### src/rtl/core/integer_to_ascii_radix_unit_defines.svh
// Assertion macros for the radix converter back end.
`ifndef INTEGER_TO_ASCII_RADIX_UNIT_DEFINES_SVH
`define INTEGER_TO_ASCII_RADIX_UNIT_DEFINES_SVH
`ifndef SYNTHESIS
`define ITOA_ASSERT(lbl, clk, rst, prop) \
   lbl: assert property (@(posedge clk) disable iff (rst) prop) \
      else $error("itoa assertion failed");
`define ITOA_NEVER(lbl, clk, rst, expr) \
   lbl: assert property (@(posedge clk) disable iff (rst) !(expr)) \
      else $error("itoa forbidden condition seen");
`else
`define ITOA_ASSERT(lbl, clk, rst, prop)
`define ITOA_NEVER(lbl, clk, rst, expr)
`endif
`endif

### src/rtl/core/itoa_pkg.sv
// Types, constants and helpers of the radix converter.
package itoa_pkg;

   localparam int VALUE_W = 32;
   localparam int RADIX_W = 6;
   localparam int DIGIT_W = 6;
   localparam int CHAR_W  = 7;

   localparam logic [RADIX_W-1:0] RADIX_MIN   = 6'd2;
   localparam logic [RADIX_W-1:0] RADIX_MAX   = 6'd36;
   localparam logic [RADIX_W-1:0] RADIX_RESET = 6'd10;

   localparam logic [DIGIT_W-1:0] DIGIT_TEN = 6'd10;
   localparam logic [CHAR_W-1:0]  CHAR_ZERO = 7'd48;
   localparam logic [CHAR_W-1:0]  CHAR_A    = 7'd97;

   // divider retires this many quotient bits per cycle
   localparam int DIV_BITS   = 8;
   localparam int DIV_CYCLES = VALUE_W / DIV_BITS;
   localparam int DIV_CNT_W  = $clog2(DIV_CYCLES);

   typedef struct packed {
      logic [VALUE_W-1:0] value;
      logic [RADIX_W-1:0] radix;
   } work_type;

   typedef struct packed {
      logic               start;
      logic [VALUE_W-1:0] dividend;
      logic [RADIX_W-1:0] divisor;
   } div_req_type;

   typedef struct packed {
      logic               done;
      logic [VALUE_W-1:0] quotient;
      logic [DIGIT_W-1:0] remainder;
   } div_rsp_type;

   function automatic logic [RADIX_W-1:0] clamp_radix(input logic [RADIX_W-1:0] r);
      logic [RADIX_W-1:0] res;
      res = r;
      if (r < RADIX_MIN) res = RADIX_MIN;
      if (r > RADIX_MAX) res = RADIX_MAX;
      return res;
   endfunction

   function automatic logic [CHAR_W-1:0] digit_to_ascii(input logic [DIGIT_W-1:0] d);
      logic [CHAR_W-1:0] c;
      if (d >= DIGIT_TEN) begin
         c = CHAR_A + {1'b0, d} - {1'b0, DIGIT_TEN};
      end else begin
         c = CHAR_ZERO + {1'b0, d};
      end
      return c;
   endfunction

endpackage

### src/rtl/core/itoa_front.sv
// Front end: radix register, input word capture and two-entry work queue.
module itoa_front (
   input  logic                         clock,
   input  logic                         reset,
   input  logic                         csr_we,
   input  logic [itoa_pkg::RADIX_W-1:0] csr_wdata,
   input  logic                         req_push,
   output logic                         req_full,
   input  logic [itoa_pkg::VALUE_W-1:0] req_value,
   output logic                         q_valid,
   output itoa_pkg::work_type           q_item,
   input  logic                         q_take
);

   logic [itoa_pkg::RADIX_W-1:0] radix_ff;
   itoa_pkg::work_type           slot_ff [2];
   logic                         wr_ptr_ff, wr_ptr_in;
   logic                         rd_ptr_ff, rd_ptr_in;
   logic [1:0]                   count_ff, count_in;
   logic                         push_ok;
   logic                         take_ok;
   itoa_pkg::work_type           new_item;

   assign req_full = (count_ff == 2'd2);
   assign q_valid  = (count_ff != 2'd0);
   assign q_item   = slot_ff[rd_ptr_ff];
   assign push_ok  = req_push && !req_full;
   assign take_ok  = q_take && q_valid;

   // radix is clamped into 2..36 as the word enters
   assign new_item.value = req_value;
   assign new_item.radix = itoa_pkg::clamp_radix(radix_ff);

   always_comb begin
      wr_ptr_in = wr_ptr_ff ^ push_ok;
      rd_ptr_in = rd_ptr_ff ^ take_ok;
      count_in  = count_ff;
      if (push_ok && !take_ok) count_in = count_ff + 2'd1;
      if (take_ok && !push_ok) count_in = count_ff - 2'd1;
   end

   always_ff @(posedge clock) begin
      if (reset) begin
         radix_ff  <= itoa_pkg::RADIX_RESET;
         wr_ptr_ff <= 1'b0;
         rd_ptr_ff <= 1'b0;
         count_ff  <= 2'd0;
      end else begin
         if (csr_we) radix_ff <= csr_wdata;
         wr_ptr_ff <= wr_ptr_in;
         rd_ptr_ff <= rd_ptr_in;
         count_ff  <= count_in;
      end
   end

   always_ff @(posedge clock) begin
      if (push_ok) slot_ff[wr_ptr_ff] <= new_item;
   end

endmodule

### src/rtl/core/itoa_div.sv
// Iterative divider of a 32-bit word by a small radix, several bits a cycle.
module itoa_div (
   input  logic                  clock,
   input  logic                  reset,
   input  itoa_pkg::div_req_type div_req,
   output itoa_pkg::div_rsp_type div_rsp
);

   logic [itoa_pkg::VALUE_W-1:0]   work_ff, work_in;
   logic [itoa_pkg::DIGIT_W-1:0]   rem_ff, rem_in;
   logic [itoa_pkg::RADIX_W-1:0]   base_ff;
   logic [itoa_pkg::DIV_CNT_W-1:0] cnt_ff;
   logic                           busy_ff;
   logic                           done_ff;
   logic [itoa_pkg::DIGIT_W:0]     trial;

   // shift dividend bits out of the top, quotient bits in at the bottom
   always_comb begin
      rem_in  = rem_ff;
      work_in = work_ff;
      trial   = '0;
      for (int i = 0; i < itoa_pkg::DIV_BITS; i++) begin
         trial   = {rem_in, work_in[itoa_pkg::VALUE_W-1]};
         work_in = {work_in[itoa_pkg::VALUE_W-2:0], 1'b0};
         if (trial >= {1'b0, base_ff}) begin
            trial      = trial - {1'b0, base_ff};
            work_in[0] = 1'b1;
         end
         rem_in = trial[itoa_pkg::DIGIT_W-1:0];
      end
   end

   always_ff @(posedge clock) begin
      if (reset) begin
         busy_ff <= 1'b0;
         done_ff <= 1'b0;
         cnt_ff  <= '0;
      end else begin
         done_ff <= 1'b0;
         if (div_req.start) begin
            busy_ff <= 1'b1;
            cnt_ff  <= '0;
         end else if (busy_ff) begin
            cnt_ff <= cnt_ff + 1'b1;
            if (cnt_ff == itoa_pkg::DIV_CNT_W'(itoa_pkg::DIV_CYCLES - 1)) begin
               busy_ff <= 1'b0;
               done_ff <= 1'b1;
            end
         end
      end
   end

   always_ff @(posedge clock) begin
      if (div_req.start) begin
         work_ff <= div_req.dividend;
         rem_ff  <= '0;
         base_ff <= div_req.divisor;
      end else if (busy_ff) begin
         work_ff <= work_in;
         rem_ff  <= rem_in;
      end
   end

   assign div_rsp.done      = done_ff;
   assign div_rsp.quotient  = work_ff;
   assign div_rsp.remainder = rem_ff;

endmodule

### src/rtl/core/itoa_back.sv
// Back end: digit loop over the divider, digit store and character output.
`include "integer_to_ascii_radix_unit_defines.svh"

module itoa_back #(
   parameter int MAX_DIGITS = 32
) (
   input  logic                        clock,
   input  logic                        reset,
   input  logic                        q_valid,
   input  itoa_pkg::work_type          q_item,
   output logic                        q_take,
   output logic                        rsp_empty,
   input  logic                        rsp_pop,
   output logic [itoa_pkg::CHAR_W-1:0] rsp_digit_char,
   output logic                        rsp_last_char
);

   localparam int IDX_W = $clog2(MAX_DIGITS);
   localparam int CNT_W = $clog2(MAX_DIGITS + 1);

   localparam logic [1:0] ST_IDLE = 2'd0;
   localparam logic [1:0] ST_DIV  = 2'd1;
   localparam logic [1:0] ST_EMIT = 2'd2;

   logic [1:0]                    state_ff, state_in;
   logic [CNT_W-1:0]              cnt_ff, cnt_in;
   logic [IDX_W-1:0]              emit_idx_ff, emit_idx_in;
   logic [itoa_pkg::RADIX_W-1:0]  radix_ff, radix_in;
   logic                          rd_pend_ff;
   logic                          rd_last_ff;
   logic [itoa_pkg::DIGIT_W-1:0]  rd_data_ff;
   logic                          out_valid_ff;
   logic [itoa_pkg::CHAR_W-1:0]   out_char_ff;
   logic                          out_last_ff;
   logic [itoa_pkg::DIGIT_W-1:0]  digit_mem [MAX_DIGITS];

   itoa_pkg::div_req_type div_req;
   itoa_pkg::div_rsp_type div_rsp;

   logic pop_ok;
   logic issue;
   logic digit_wr;
   logic finish;

   itoa_div u_div (
      .clock   (clock),
      .reset   (reset),
      .div_req (div_req),
      .div_rsp (div_rsp)
   );

   assign pop_ok   = rsp_pop && out_valid_ff;
   assign issue    = (state_ff == ST_EMIT) && !rd_pend_ff && (!out_valid_ff || pop_ok);
   assign digit_wr = (state_ff == ST_DIV) && div_rsp.done;
   assign finish   = (div_rsp.quotient == '0) || (cnt_ff == CNT_W'(MAX_DIGITS - 1));

   always_comb begin
      state_in         = state_ff;
      cnt_in           = cnt_ff;
      emit_idx_in      = emit_idx_ff;
      radix_in         = radix_ff;
      q_take           = 1'b0;
      div_req.start    = 1'b0;
      div_req.dividend = q_item.value;
      div_req.divisor  = q_item.radix;
      case (state_ff)
         ST_IDLE: begin
            if (q_valid) begin
               q_take        = 1'b1;
               div_req.start = 1'b1;
               radix_in      = q_item.radix;
               cnt_in        = '0;
               state_in      = ST_DIV;
            end
         end
         ST_DIV: begin
            div_req.dividend = div_rsp.quotient;
            div_req.divisor  = radix_ff;
            if (div_rsp.done) begin
               cnt_in = cnt_ff + 1'b1;
               if (finish) begin
                  emit_idx_in = cnt_ff[IDX_W-1:0];
                  state_in    = ST_EMIT;
               end else begin
                  div_req.start = 1'b1;
               end
            end
         end
         ST_EMIT: begin
            if (issue) begin
               emit_idx_in = emit_idx_ff - 1'b1;
               if (emit_idx_ff == '0) state_in = ST_IDLE;
            end
         end
         default: begin
            state_in = ST_IDLE;
         end
      endcase
   end

   always_ff @(posedge clock) begin
      if (reset) begin
         state_ff     <= ST_IDLE;
         cnt_ff       <= '0;
         emit_idx_ff  <= '0;
         radix_ff     <= itoa_pkg::RADIX_RESET;
         rd_pend_ff   <= 1'b0;
         out_valid_ff <= 1'b0;
      end else begin
         state_ff    <= state_in;
         cnt_ff      <= cnt_in;
         emit_idx_ff <= emit_idx_in;
         radix_ff    <= radix_in;
         rd_pend_ff  <= issue;
         // a read is only issued into a free output slot
         if (rd_pend_ff) begin
            out_valid_ff <= 1'b1;
         end else if (pop_ok) begin
            out_valid_ff <= 1'b0;
         end
      end
   end

   always_ff @(posedge clock) begin
      if (digit_wr) digit_mem[cnt_ff[IDX_W-1:0]] <= div_rsp.remainder;
      if (issue) begin
         rd_data_ff <= digit_mem[emit_idx_ff];
         rd_last_ff <= (emit_idx_ff == '0);
      end
      if (rd_pend_ff) begin
         out_char_ff <= itoa_pkg::digit_to_ascii(rd_data_ff);
         out_last_ff <= rd_last_ff;
      end
   end

   assign rsp_empty      = !out_valid_ff;
   assign rsp_digit_char = out_char_ff;
   assign rsp_last_char  = out_last_ff;

   `ITOA_ASSERT(a_cnt_range, clock, reset, cnt_ff <= CNT_W'(MAX_DIGITS))
   `ITOA_NEVER(a_read_into_full, clock, reset, rd_pend_ff && out_valid_ff)
   `ITOA_ASSERT(a_last_to_idle, clock, reset, (issue && emit_idx_ff == '0) |=> state_ff == ST_IDLE)

endmodule

### src/rtl/core/integer_to_ascii_radix_unit.sv
// Top level of the unsigned integer to ASCII text converter.
//
// Input queue: push a 32-bit word on req_value with req_push while req_full
// is low. Output queue: while rsp_empty is low, rsp_digit_char holds the next
// character ('0'-'9', then 'a'-'z'), most significant first, and
// rsp_last_char marks the final character of the word; rsp_pop takes it.
// csr_we with csr_wdata writes the radix (values below 2 act as 2, above 36
// as 36). Write it only while no word is in flight.
// A two-word queue sits between input and the digit loop. Each digit passes
// through the iterative divider (eight quotient bits a cycle, then a hand-over
// to the next division), and each character through the digit store read and
// the output register. Zero gives one character '0'. At most MAX_DIGITS low
// digits are produced. Reset empties both queues and sets the radix to ten.
// When the output is not popped, emission stops with one character held;
// conversion of a queued word then waits, and req_full rises once two words
// are queued.
module integer_to_ascii_radix_unit #(
   parameter int MAX_DIGITS = 32
) (
   input  logic                         clock,
   input  logic                         reset,
   input  logic                         csr_we,
   input  logic [itoa_pkg::RADIX_W-1:0] csr_wdata,
   input  logic                         req_push,
   output logic                         req_full,
   input  logic [itoa_pkg::VALUE_W-1:0] req_value,
   output logic                         rsp_empty,
   input  logic                         rsp_pop,
   output logic [itoa_pkg::CHAR_W-1:0]  rsp_digit_char,
   output logic                         rsp_last_char
);

   logic               q_valid;
   logic               q_take;
   itoa_pkg::work_type q_item;

   itoa_front u_front (
      .clock     (clock),
      .reset     (reset),
      .csr_we    (csr_we),
      .csr_wdata (csr_wdata),
      .req_push  (req_push),
      .req_full  (req_full),
      .req_value (req_value),
      .q_valid   (q_valid),
      .q_item    (q_item),
      .q_take    (q_take)
   );

   itoa_back #(
      .MAX_DIGITS (MAX_DIGITS)
   ) u_back (
      .clock          (clock),
      .reset          (reset),
      .q_valid        (q_valid),
      .q_item         (q_item),
      .q_take         (q_take),
      .rsp_empty      (rsp_empty),
      .rsp_pop        (rsp_pop),
      .rsp_digit_char (rsp_digit_char),
      .rsp_last_char  (rsp_last_char)
   );

endmodule
### config.mk
export PLATFORM = sky130hd
export DESIGN_NAME = integer_to_ascii_radix_unit
export DESIGN_NICKNAME = d
export VERILOG_FILES = /design/src/rtl/core/itoa_pkg.sv /design/src/rtl/core/itoa_front.sv /design/src/rtl/core/itoa_div.sv /design/src/rtl/core/itoa_back.sv /design/src/rtl/core/integer_to_ascii_radix_unit.sv
export VERILOG_INCLUDE_DIRS = /design/src /design/src/rtl/core
export SDC_FILE = /design/constraint.sdc
export NUM_CORES = 1
export LEC_CHECK = 0
export ABC_AREA = 1
export BUFFER_PORTS_ARGS = -buffer_cell sky130_fd_sc_hd__buf_2
export CORE_MARGIN = 1.5
export CORE_UTILIZATION = 35
export DETAILED_ROUTE_END_ITERATION = 10
export SLEW_MARGIN = 20
export SYNTH_ARGS = -nofsm -noshare
export SYNTH_HDL_FRONTEND = slang
export SYNTH_SLANG_ARGS = --single-unit
### constraint.sdc
create_clock -name clock -period 33.1 [get_ports clock]
set_input_delay 9.93 -clock clock [delete_from_list [all_inputs] [get_ports clock]]
set_output_delay 9.93 -clock clock [all_outputs]
set_load 0.05 [all_outputs]
* After elaboration in Yosys (flattened, before gate mapping)
Memory sizes are Yosys's and may differ from the RTL's. A register that Yosys moved wholly into a read port is not among the register bits.
Cells that the tools add are included.
** Operators by class
- Reduce and logical (&&, ||, !) cells :: 31
- Bitwise gates (word level) :: 3
- $add $sub $neg :: 16
- Mux-type cells :: 53
- Magnitude comparators :: 11
- Eq/ne operators :: 11
** Operator list (number)
- 6-bit 2-to-1 mux :: 12
- 32-bit 2-to-1 mux :: 2
- 7-bit by 6-bit >= comparator with 1-bit output :: 8
- 6-bit subtractor :: 8
- 38-bit 2-to-1 mux :: 1
- 32-bit logical NOT :: 1
- 1-bit 2-to-1 mux :: 23
- 5-bit 2-to-1 mux :: 3
- 2-bit 2-to-1 mux :: 7
- 6-bit case mux with 2 select lines :: 1
- 2-bit nonzero test :: 6
- 5-bit case mux with 2 select lines :: 1
- 1-bit logical AND :: 8
- 2-bit inequality test, second input constant :: 4
- 6-bit by 6-bit adder with 7-bit output, first input constant :: 1
- 7-bit by 6-bit adder with 7-bit output, first input constant :: 1
- 7-bit 2-to-1 mux :: 1
- 7-bit by 4-bit subtractor with 7-bit output, second input constant :: 1
- 6-bit by 1-bit adder with 6-bit output, second input constant :: 1
- 2-bit equality test, second input constant :: 3
- 6-bit by 5-bit equality test with 1-bit output, second input constant :: 1
- 6-bit by 4-bit >= comparator with 1-bit output, second input constant :: 1
- 6-bit > comparator, second input constant :: 1
- 6-bit by 2-bit less-than comparator with 1-bit output, second input constant :: 1
- 19 further kinds :: 28
** Word-level totals
- Bits in registers :: 88
- Memories kept :: 2
- Bits of input ports :: 43
- Memory bits (writable) :: 268
- Word-level logic and storage cells :: 146
** Memory list
- u_back.digit_mem :: words 32, width 6, rd ports 1, clocked after Yosys merged registers in 1, write ports 1, RTL line itoa_back.sv:35 : logic [itoa_pkg::DIGIT_W-1:0] digit_mem [MAX_DIGITS];
- u_front.slot_ff :: words 2, width 38, rd ports 1, clocked after Yosys merged registers in 1, write ports 1, RTL line itoa_front.sv:16 : itoa_pkg::work_type slot_ff [2];

* Longest topological paths before layout
Gate-level depths: netlist of the first run.
- Word-level depth :: 18
- Gate-level depth with buffers :: 89

* Modules after synthesis
From an unflattened synthesis of the first run, not the netlist that was laid out.
** Second synthesis, totals
- Cells, all modules :: 1870
- Area total of the unflattened synthesis :: 18102.4 um^2
** Modules (own cells, without submodules)
- itoa_back :: cells an instance 964, area each 10093.4 um^2, instances 1, seq. area each 6636.4 um^2
- itoa_div :: cells an instance 629, area each 4729.5 um^2, instances 1, seq. area each 1341.3 um^2
- itoa_front :: cells an instance 277, area each 3279.4 um^2, instances 1, seq. area each 2482.4 um^2

* Worst setup path after synthesis of the first run
OpenSTA, ideal clock, no wires.
- Path kind :: register to register
- Start point :: register u_back.u_div.base_ff[1] (netlist name)
- End point :: register u_back.u_div.rem_ff[1] (netlist name)
- Arrival time :: 12321 ps
- Cell stages (with the launch flop) :: 86
- Setup time :: 144 ps
- Path slack :: 20635 ps
- Buffers on the path :: 2
- Data required time :: 32956 ps
- Period minus slack after synthesis :: 12465 ps
- Cell sequence :: edfxtp_1 inv_1 ha_1 nand2_1 inv_2 nand2_1 nand2_1 nand2_1 nand3_2 buf_6 o21ai_0 inv_1 ha_1 nand3_1 nand2_1 nand2_1 nand2_1 a21oi_1 (+50 left out) a221oi_1 inv_1 nor2_2 nand3_1 nand2_1 inv_1 ha_1 a21oi_1 nand2_1 a21oi_1 nor2_1 nor2_1 o21a_1 inv_1 nor2_2 nand3_1 nand3_1 a21oi_1
** On the way
- Longest elaborated chain between the ends :: 16
- Elaborated cells between the ends (all ways) :: 24
** Ends and longest elaborated chain
- start, declared :: RTL line itoa_div.sv:11 : logic [itoa_pkg::RADIX_W-1:0] base_ff;
- start signal, assigned :: RTL line itoa_div.sv:57 : base_ff <= div_req.divisor;
- 6-bit subtractor / 7-bit by 6-bit >= comparator with 1-bit output (equally long branches) :: RTL line itoa_div.sv:26, itoa_div.sv:25
- 6-bit 2-to-1 mux :: RTL line itoa_div.sv:25 : if (trial >= {1'b0, base_ff}) begin
- 6-bit subtractor / 7-bit by 6-bit >= comparator with 1-bit output (equally long branches) :: RTL line itoa_div.sv:26, itoa_div.sv:25
- 6-bit 2-to-1 mux :: RTL line itoa_div.sv:25
- 6-bit subtractor / 7-bit by 6-bit >= comparator with 1-bit output (equally long branches) :: RTL line itoa_div.sv:26, itoa_div.sv:25
- 6-bit 2-to-1 mux :: RTL line itoa_div.sv:25
- 6-bit subtractor / 7-bit by 6-bit >= comparator with 1-bit output (equally long branches) :: RTL line itoa_div.sv:26, itoa_div.sv:25
- 6-bit 2-to-1 mux :: RTL line itoa_div.sv:25
- 6-bit subtractor / 7-bit by 6-bit >= comparator with 1-bit output (equally long branches) :: RTL line itoa_div.sv:26, itoa_div.sv:25
- 6-bit 2-to-1 mux :: RTL line itoa_div.sv:25
- 7-bit by 6-bit >= comparator with 1-bit output / 6-bit subtractor (equally long branches) :: RTL line itoa_div.sv:25, itoa_div.sv:26
- 6-bit 2-to-1 mux :: RTL line itoa_div.sv:25
- 7-bit by 6-bit >= comparator with 1-bit output / 6-bit subtractor (equally long branches) :: RTL line itoa_div.sv:25, itoa_div.sv:26
- 6-bit 2-to-1 mux :: RTL line itoa_div.sv:25
- 6-bit subtractor / 7-bit by 6-bit >= comparator with 1-bit output (equally long branches) :: RTL line itoa_div.sv:26, itoa_div.sv:25
- 6-bit 2-to-1 mux (*) :: RTL line itoa_div.sv:25
- end signal, assigned :: RTL line itoa_div.sv:60 : rem_ff <= rem_in;
- end, declared :: RTL line itoa_div.sv:10 : logic [itoa_pkg::DIGIT_W-1:0] rem_ff, rem_in;
Mark *: on every way between the ends. The rest lies on a longest branch, timed or not.
A chain may end at the register's enable or synchronous reset.

* Final worst setup path of the first run
- Start point :: register u_back.u_div.base_ff[1] (netlist name)
- End point :: register u_back.u_div.rem_ff[4] (netlist name)
** On the way
- Longest elaborated chain between the ends :: 16
- Elaborated cells between the ends (all ways) :: 24
** Ends and longest elaborated chain (RTL line)
- 6-bit subtractor / 7-bit by 6-bit >= comparator with 1-bit output (equally long branches) :: itoa_div.sv:26, itoa_div.sv:25
- 6-bit 2-to-1 mux :: itoa_div.sv:25
- 6-bit subtractor / 7-bit by 6-bit >= comparator with 1-bit output (equally long branches) :: itoa_div.sv:26, itoa_div.sv:25
- 6-bit 2-to-1 mux :: itoa_div.sv:25
- 6-bit subtractor / 7-bit by 6-bit >= comparator with 1-bit output (equally long branches) :: itoa_div.sv:26, itoa_div.sv:25
- 6-bit 2-to-1 mux :: itoa_div.sv:25
- 6-bit subtractor / 7-bit by 6-bit >= comparator with 1-bit output (equally long branches) :: itoa_div.sv:26, itoa_div.sv:25
- 6-bit 2-to-1 mux :: itoa_div.sv:25
- 6-bit subtractor / 7-bit by 6-bit >= comparator with 1-bit output (equally long branches) :: itoa_div.sv:26, itoa_div.sv:25
- 6-bit 2-to-1 mux :: itoa_div.sv:25
- 7-bit by 6-bit >= comparator with 1-bit output / 6-bit subtractor (equally long branches) :: itoa_div.sv:25, itoa_div.sv:26
- 6-bit 2-to-1 mux :: itoa_div.sv:25
- 6-bit subtractor / 7-bit by 6-bit >= comparator with 1-bit output (equally long branches) :: itoa_div.sv:26, itoa_div.sv:25
- 6-bit 2-to-1 mux :: itoa_div.sv:25
- 6-bit subtractor / 7-bit by 6-bit >= comparator with 1-bit output (equally long branches) :: itoa_div.sv:26, itoa_div.sv:25
- 6-bit 2-to-1 mux (*) :: itoa_div.sv:25
Marked as above.

==> results.md, run 1 <==
- Status: finished, final reports clean
- Vias after detailed routing: between 10000 and 15000
- Register area: approximately 10000 um^2
- Commonest non-fill, non-tap cells in the layout: edfxtp_1, nor2_1, nand2_1
- Layer with the highest usage: met2
- Final Cycle Share: approximately 44%
- Average detailed-routed wire length per instance: 17.7 um
- Count of nets after finishing: ~1800
- Flip-flop and latch count after synthesis: 362
- Maximum fanout along the worst path: 12
- Clock network latency to the later pin of the worst-skew pair: 540 ps
- Filler cell count in the final layout: 4645
- Number of buffers between clock root and the deepest sink: 3
- Post-synth cell types: 49
- Starting DRT DRC Count: between 800 and 900
- Slowest stage delay, CP: 650 ps
- Sequential area share after synthesis: 61.0%
- Initial antenna violation count: 0
- Worst Path Class, Setup: register to register
- DRT Wirelength: between 40000 and 50000 um
- Setup-failing EPs final: 0
- Inserted Clock Buffers: 37
- Final HPWL DP: roughly 27000 um
- Max Cap Viol: 0
- CP max-delay cell: edfxtp_1
- Final hold violation count: 0
- Global routing met1 resource utilization: 20.5%
- Post-route DRC: 0
- Number of gates given a new drive strength after cts: 0
- Most frequent cell on the critical path: nand2_1
- Final setup slack of the worst path: about 19000 ps
- Ant diodes: 0
- Starting utilization of the core area: between 30 and 40%
- Std cell rows: 80
- Pre-CTS worst setup slack: 18520 ps
- Total standard cell area after synthesis: roughly 17000 um^2
- Syn nets: 1721
- Number of global-route vias before repair: approximately 12000
- Hold Path Class: register to register
- IO Pins: 53
- Buffers inserted during post-CTS setup optimization: 0
- Cts-stage hold buffer count: 0
- DIE WIDTH: 224 um
- Per-cell via count in the routed design: 5.19
- Clock-pin slew reported for the worst setup and hold paths after clock tree synthesis: 60 ps
- Fraction of final layout cells with drive strength greater than 1: 9.40%
- Max-slew violation count: 0
- Final min period: around 15000 ps
- Port Buf Inserts: 52
- Met2 GRT Util: 27.9%
- Placed cell count: ~2200
- Remaining antenna violation count after routing: 0
- Worst Max-Slew Pin Slew: just under 1000 ps
- Height of the die: 224 um
- Minimum hold slack: 425 ps
- Count of non-filler cells in the finished layout: ~2300
- Synthesized area per cell: 10.7 um^2
- Clock root cell: clkbuf_16
- Core footprint: 48000 um^2
- Largest area contributor in the synthesized netlist: edfxtp_1
- Largest cells by area after synthesis: edfxtp_1, nor2_1, o21ai_0
- Endpoint class of the critical path: register
- Detailed-routing iteration count for the pre-antenna-repair pass: 5
- First-pass GRT wire length: 64500 um
- Most frequent standard cell in the layout excluding fill and tap cells: edfxtp_1
- RSZ-0062 raised after global routing: false
- Worst max-slew margin expressed relative to the limit: between 30 and 40%
- Routability congestion estimate: 0.895
- Number of cells produced by synthesis: 1606
- Total of warnings raised by yosys: 0
- Total Die Area: ~50000 um^2
- Data arrival time of the critical path: 14990 ps
- Max Clock Freq: 68.5 MHz
- CTS sink count: 362
- Req. time, crit path: 33500 ps
- GRT Resource Usage Total: between 15 and 20%
- CTS tree: built
- Met3 demand-to-capacity share in global routing: 3.10%
- Proportion of netlist area held by the largest area contributor: 56.2%
- Maximum number of pins on one net before global-route repair: 57
- Htree depth: 2
- Worst clock skew: 19.3 ps
- Type of element launching the critical path: register
- Overflow left after global routing: 0
- Area growth from synthesis to layout: 12.2%
- Area occupied by multi-input gates: between 5000 and 6000 um^2
- Setup TNS: 0 ps
## area by class of cell
type / count / share of cell area (%)
clock buffer: 48 / 5.35
multi-input combinational: 1028 / 30.5
sequential: 362 / 54.4
clock inverter: 18 / 0.703
timing repair buffer: 67 / 1.94
tap: 615 / 4.00
inverter: 158 / 3.09
## flip-flops by register name, summed over array words and instances, names as in the netlist, 2 cells and up
signal,flops
u_back.digit_mem,192
u_front.slot_ff,76
u_back.u_div.work_ff,32
u_back.rsp_digit_char,7
u_back.cnt_ff,6
u_back.radix_ff,6
u_back.rd_data_ff,6
u_back.u_div.base_ff,6
u_back.u_div.rem_ff,6
u_front.radix_ff,6
u_back.emit_idx_ff,5
u_back.state_ff,2
u_back.u_div.cnt_ff,2
u_front.count_ff,2
## cells in the mapped netlist (all sizes together)
master  number
a21o         2
o21ai      179
dfxtp       41
mux2i       12
a31o         1
fa           8
nand3       64
a21oi       56
o32ai       25
xor2        21
o22ai       42
a211oi       7
o221ai      14
or2          4
ha          64
o21a         5
o31ai        1
o211ai       3
o311ai       2
nor2       270
clkbuf      51
nand2      188
o21ba        1
a31oi        7
inv        154
xnor2       13
edfxtp     321
nor3b        2
clkinv       4
a211o        2
nor3        11
a221oi       1
buf          7
nor4         4
nand4       18
o21bai       1
## kinds of logic after synthesis
group	synth area share, %
simple gates	14.2
flops	61.0
compound gates	11.9
buf+inv	4.82
fa+ha+maj	5.61
xor+xnor	1.74
mux	0.701
## metrics by stage
stage | area [um^2] | util (%)
finish | 19200 | 40.0
global route | 19200 | 40.0
CTS | 19200 | 40.0
detailed placement | 18100 | 37.6
global placement | 18100 | 37.6
floorplan | 17100 | -
## routing by layer
metal | routed length [um] | up-vias | share of wire, %
li1 | - | 5773 | -
met1 | 17400 | 5711 | 43
met2 | 19900 | 331 | 49
met3 | 2190 | 92 | 5.4
met4 | 1260 | 0 | 3.1
met5 | 0 | - | 0
## critical path, delay by kind of cell, from the launching register on
kind / cells / cell delay [ps]
adders and majority gates: 8 / 2440
DFF: 1 / 650
buffers and inverters: 12 / 1180
AOI/OAI and AO/OA: 30 / 6040
and+or+nand+nor: 34 / 4110
## final timing paths
path,from,to,slack (ps),depth (start not counted)
hold reg to reg,u_back.rd_last_ff$_DFFE_PP_,u_back.rsp_last_char$_DFFE_PP_,430,0
setup / recovery,u_back.u_div.base_ff[1]$_DFFE_PP_,u_back.u_div.rem_ff[4]$_SDFFE_PP0P_,18510,84
hold / removal,u_back.rd_last_ff$_DFFE_PP_,u_back.rsp_last_char$_DFFE_PP_,430,0
setup reg to reg,u_back.u_div.base_ff[1]$_DFFE_PP_,u_back.u_div.rem_ff[4]$_SDFFE_PP0P_,18510,84
Power of run 1 is left out: the tool's default activity adds up to more than one toggle a clock period on the data nets, which glitch-free logic cannot reach.
==> run 2: changes to the inputs <==
==> constraint.sdc (replaced) <==
create_clock -name clock -period 14.48 [get_ports clock]
set_input_delay 4.344 -clock clock [delete_from_list [all_inputs] [get_ports clock]]
set_output_delay 4.344 -clock clock [all_outputs]
set_load 0.05 [all_outputs]
==> results.md, run 2 (synthesis gave the netlist of run 1 again) <==
- Status: finished, final reports clean
- Cts-stage hold buffer count: 0
- Worst clock skew: 20.1 ps
- Layer with the highest usage: met2
- Setup TNS: 0 ps
- Height of the die: 224 um
- Number of buffers between clock root and the deepest sink: 3
- Final Cycle Share: 90.6%
- Vias after detailed routing: 12000
- Final setup slack of the worst path: 1360 ps
- Starting DRT DRC Count: 1003
- Met2 GRT Util: 28.3%
- Average detailed-routed wire length per instance: 17.9 um
- Final hold violation count: 0
- Routability congestion estimate: around 0.9
- Setup-failing EPs final: 0
- Worst max-slew margin expressed relative to the limit: 34.1%
- Max Clock Freq: ~76 MHz
- Initial antenna violation count: 1
- Post-route DRC: 0
- Fraction of final layout cells with drive strength greater than 1: between 10 and 15%
- Minimum hold slack: approximately 440 ps
- Pre-CTS worst setup slack: 752 ps
- Starting utilization of the core area: a little over a third
- Top cell family by delay on the critical path: compound AO/OA/AOI/OAI gates
- Maximum number of pins on one net before global-route repair: 73
- Slowest stage delay, CP: 380 ps
- Data arrival time of the critical path: 13510 ps
- Clock root cell: clkbuf_16
- Total Die Area: roughly 50000 um^2
- CTS tree: built
- Final min period: 13120 ps
- Placed cell count: between 2000 and 2500
- Endpoint class of the critical path: register
- Count of nets after finishing: 1777
- Most frequent cell on the critical path: a21oi_1
- IO Pins: 53
- Clock network latency to the later pin of the worst-skew pair: between 500 and 600 ps
- Port Buf Inserts: 52
- Met3 demand-to-capacity share in global routing: 2.61%
- Commonest non-fill, non-tap cells in the layout: edfxtp_1, nor2_1, nand2_1
- Std cell rows: 80
- Final HPWL DP: 27000 um
- Type of element launching the critical path: register
- Worst Max-Slew Pin Slew: 989 ps
- CTS sink count: 362
- Worst Path Class, Setup: register to register
- Htree depth: 2
- Max Cap Viol: 0
- Maximum fanout along the worst path: 12
- Inserted Clock Buffers: 37
- GRT Resource Usage Total: about 16%
- Core footprint: 48000 um^2
- Count of non-filler cells in the finished layout: 2305
- Most frequent standard cell in the layout excluding fill and tap cells: edfxtp_1
- First-pass GRT wire length: about 64000 um
- Remaining antenna violation count after routing: 0
- Global routing met1 resource utilization: between 20% and 30%
- Number of global-route vias before repair: approximately 12000
- Per-cell via count in the routed design: 5.20
- CP max-delay cell: o21ai_0
- Max reg flops: 192
- Detailed-routing iteration count for the pre-antenna-repair pass: 5
- DIE WIDTH: 224 um
- Area growth from synthesis to layout: 13.2%
- Overflow left after global routing: 0
- Ant diodes: 0
- CP bufs+invs: 13
- Hold Path Class: register to register
- Clock-pin slew reported for the worst setup and hold paths after clock tree synthesis: 60 ps
- Max-slew violation count: 0
- Reg2Reg Setup Slack: 1360 ps
- DRT Wirelength: 41300 um
- Req. time, crit path: ~15000 ps
run 2: worst reg2reg max path, delay by kind of cell, from the launching register on:
kind,cells,cell delay (ps)
and+or+nand+nor,30,3730
DFF,1,350
buffers and inverters,13,950
AOI/OAI and AO/OA,31,5540
adders and majority gates,8,2400
run 2: final timing paths:
check | cells after the start | startpoint | endpoint
setup / recovery | 82 | u_back.u_div.base_ff[3]$_DFFE_PP_ | u_back.u_div.rem_ff[3]$_SDFFE_PP0P_
hold reg to reg | 0 | u_back.rd_last_ff$_DFFE_PP_ | u_back.rsp_last_char$_DFFE_PP_
setup reg to reg | 82 | u_back.u_div.base_ff[3]$_DFFE_PP_ | u_back.u_div.rem_ff[3]$_SDFFE_PP0P_
hold / removal | 0 | u_back.rd_last_ff$_DFFE_PP_ | u_back.rsp_last_char$_DFFE_PP_
run 2: layer usage:
| layer | vias up | routed length, um | part of all wire (%) |
|---|---|---|---|
| met1 | 5753 | 17600 | 43 |
| met2 | 341 | 20200 | 49 |
| met4 | 2 | 1210 | 2.9 |
| li1 | 5803 | - | - |
| met3 | 79 | 2290 | 5.5 |
| met5 | - | 13 | 0.031 |
run 2: stage by stage:
step	util (%)	cell area, um^2
after floorplan	-	17100
final	40.4	19400
after global routing	40.4	19400
after global placement	37.7	18100
after detailed placement	37.7	18100
after CTS	40.3	19400
run 2: area by class of cell:
type	instances	area, um^2
multi-input combinational	1028	5900
clock buffer	46	980
inverter	158	594
fill	4619	28600
sequential	362	10500
timing repair buffer	75	433
clock inverter	21	277
tap	615	769
run 2: what timing repair did:
action / 4_1_cts / 5_1_grt
resized for setup: 0 / 8
buffers inserted: 0 / 1
setup endpoints to repair: 0 / 7
Power of run 2 is left out for the same reason.
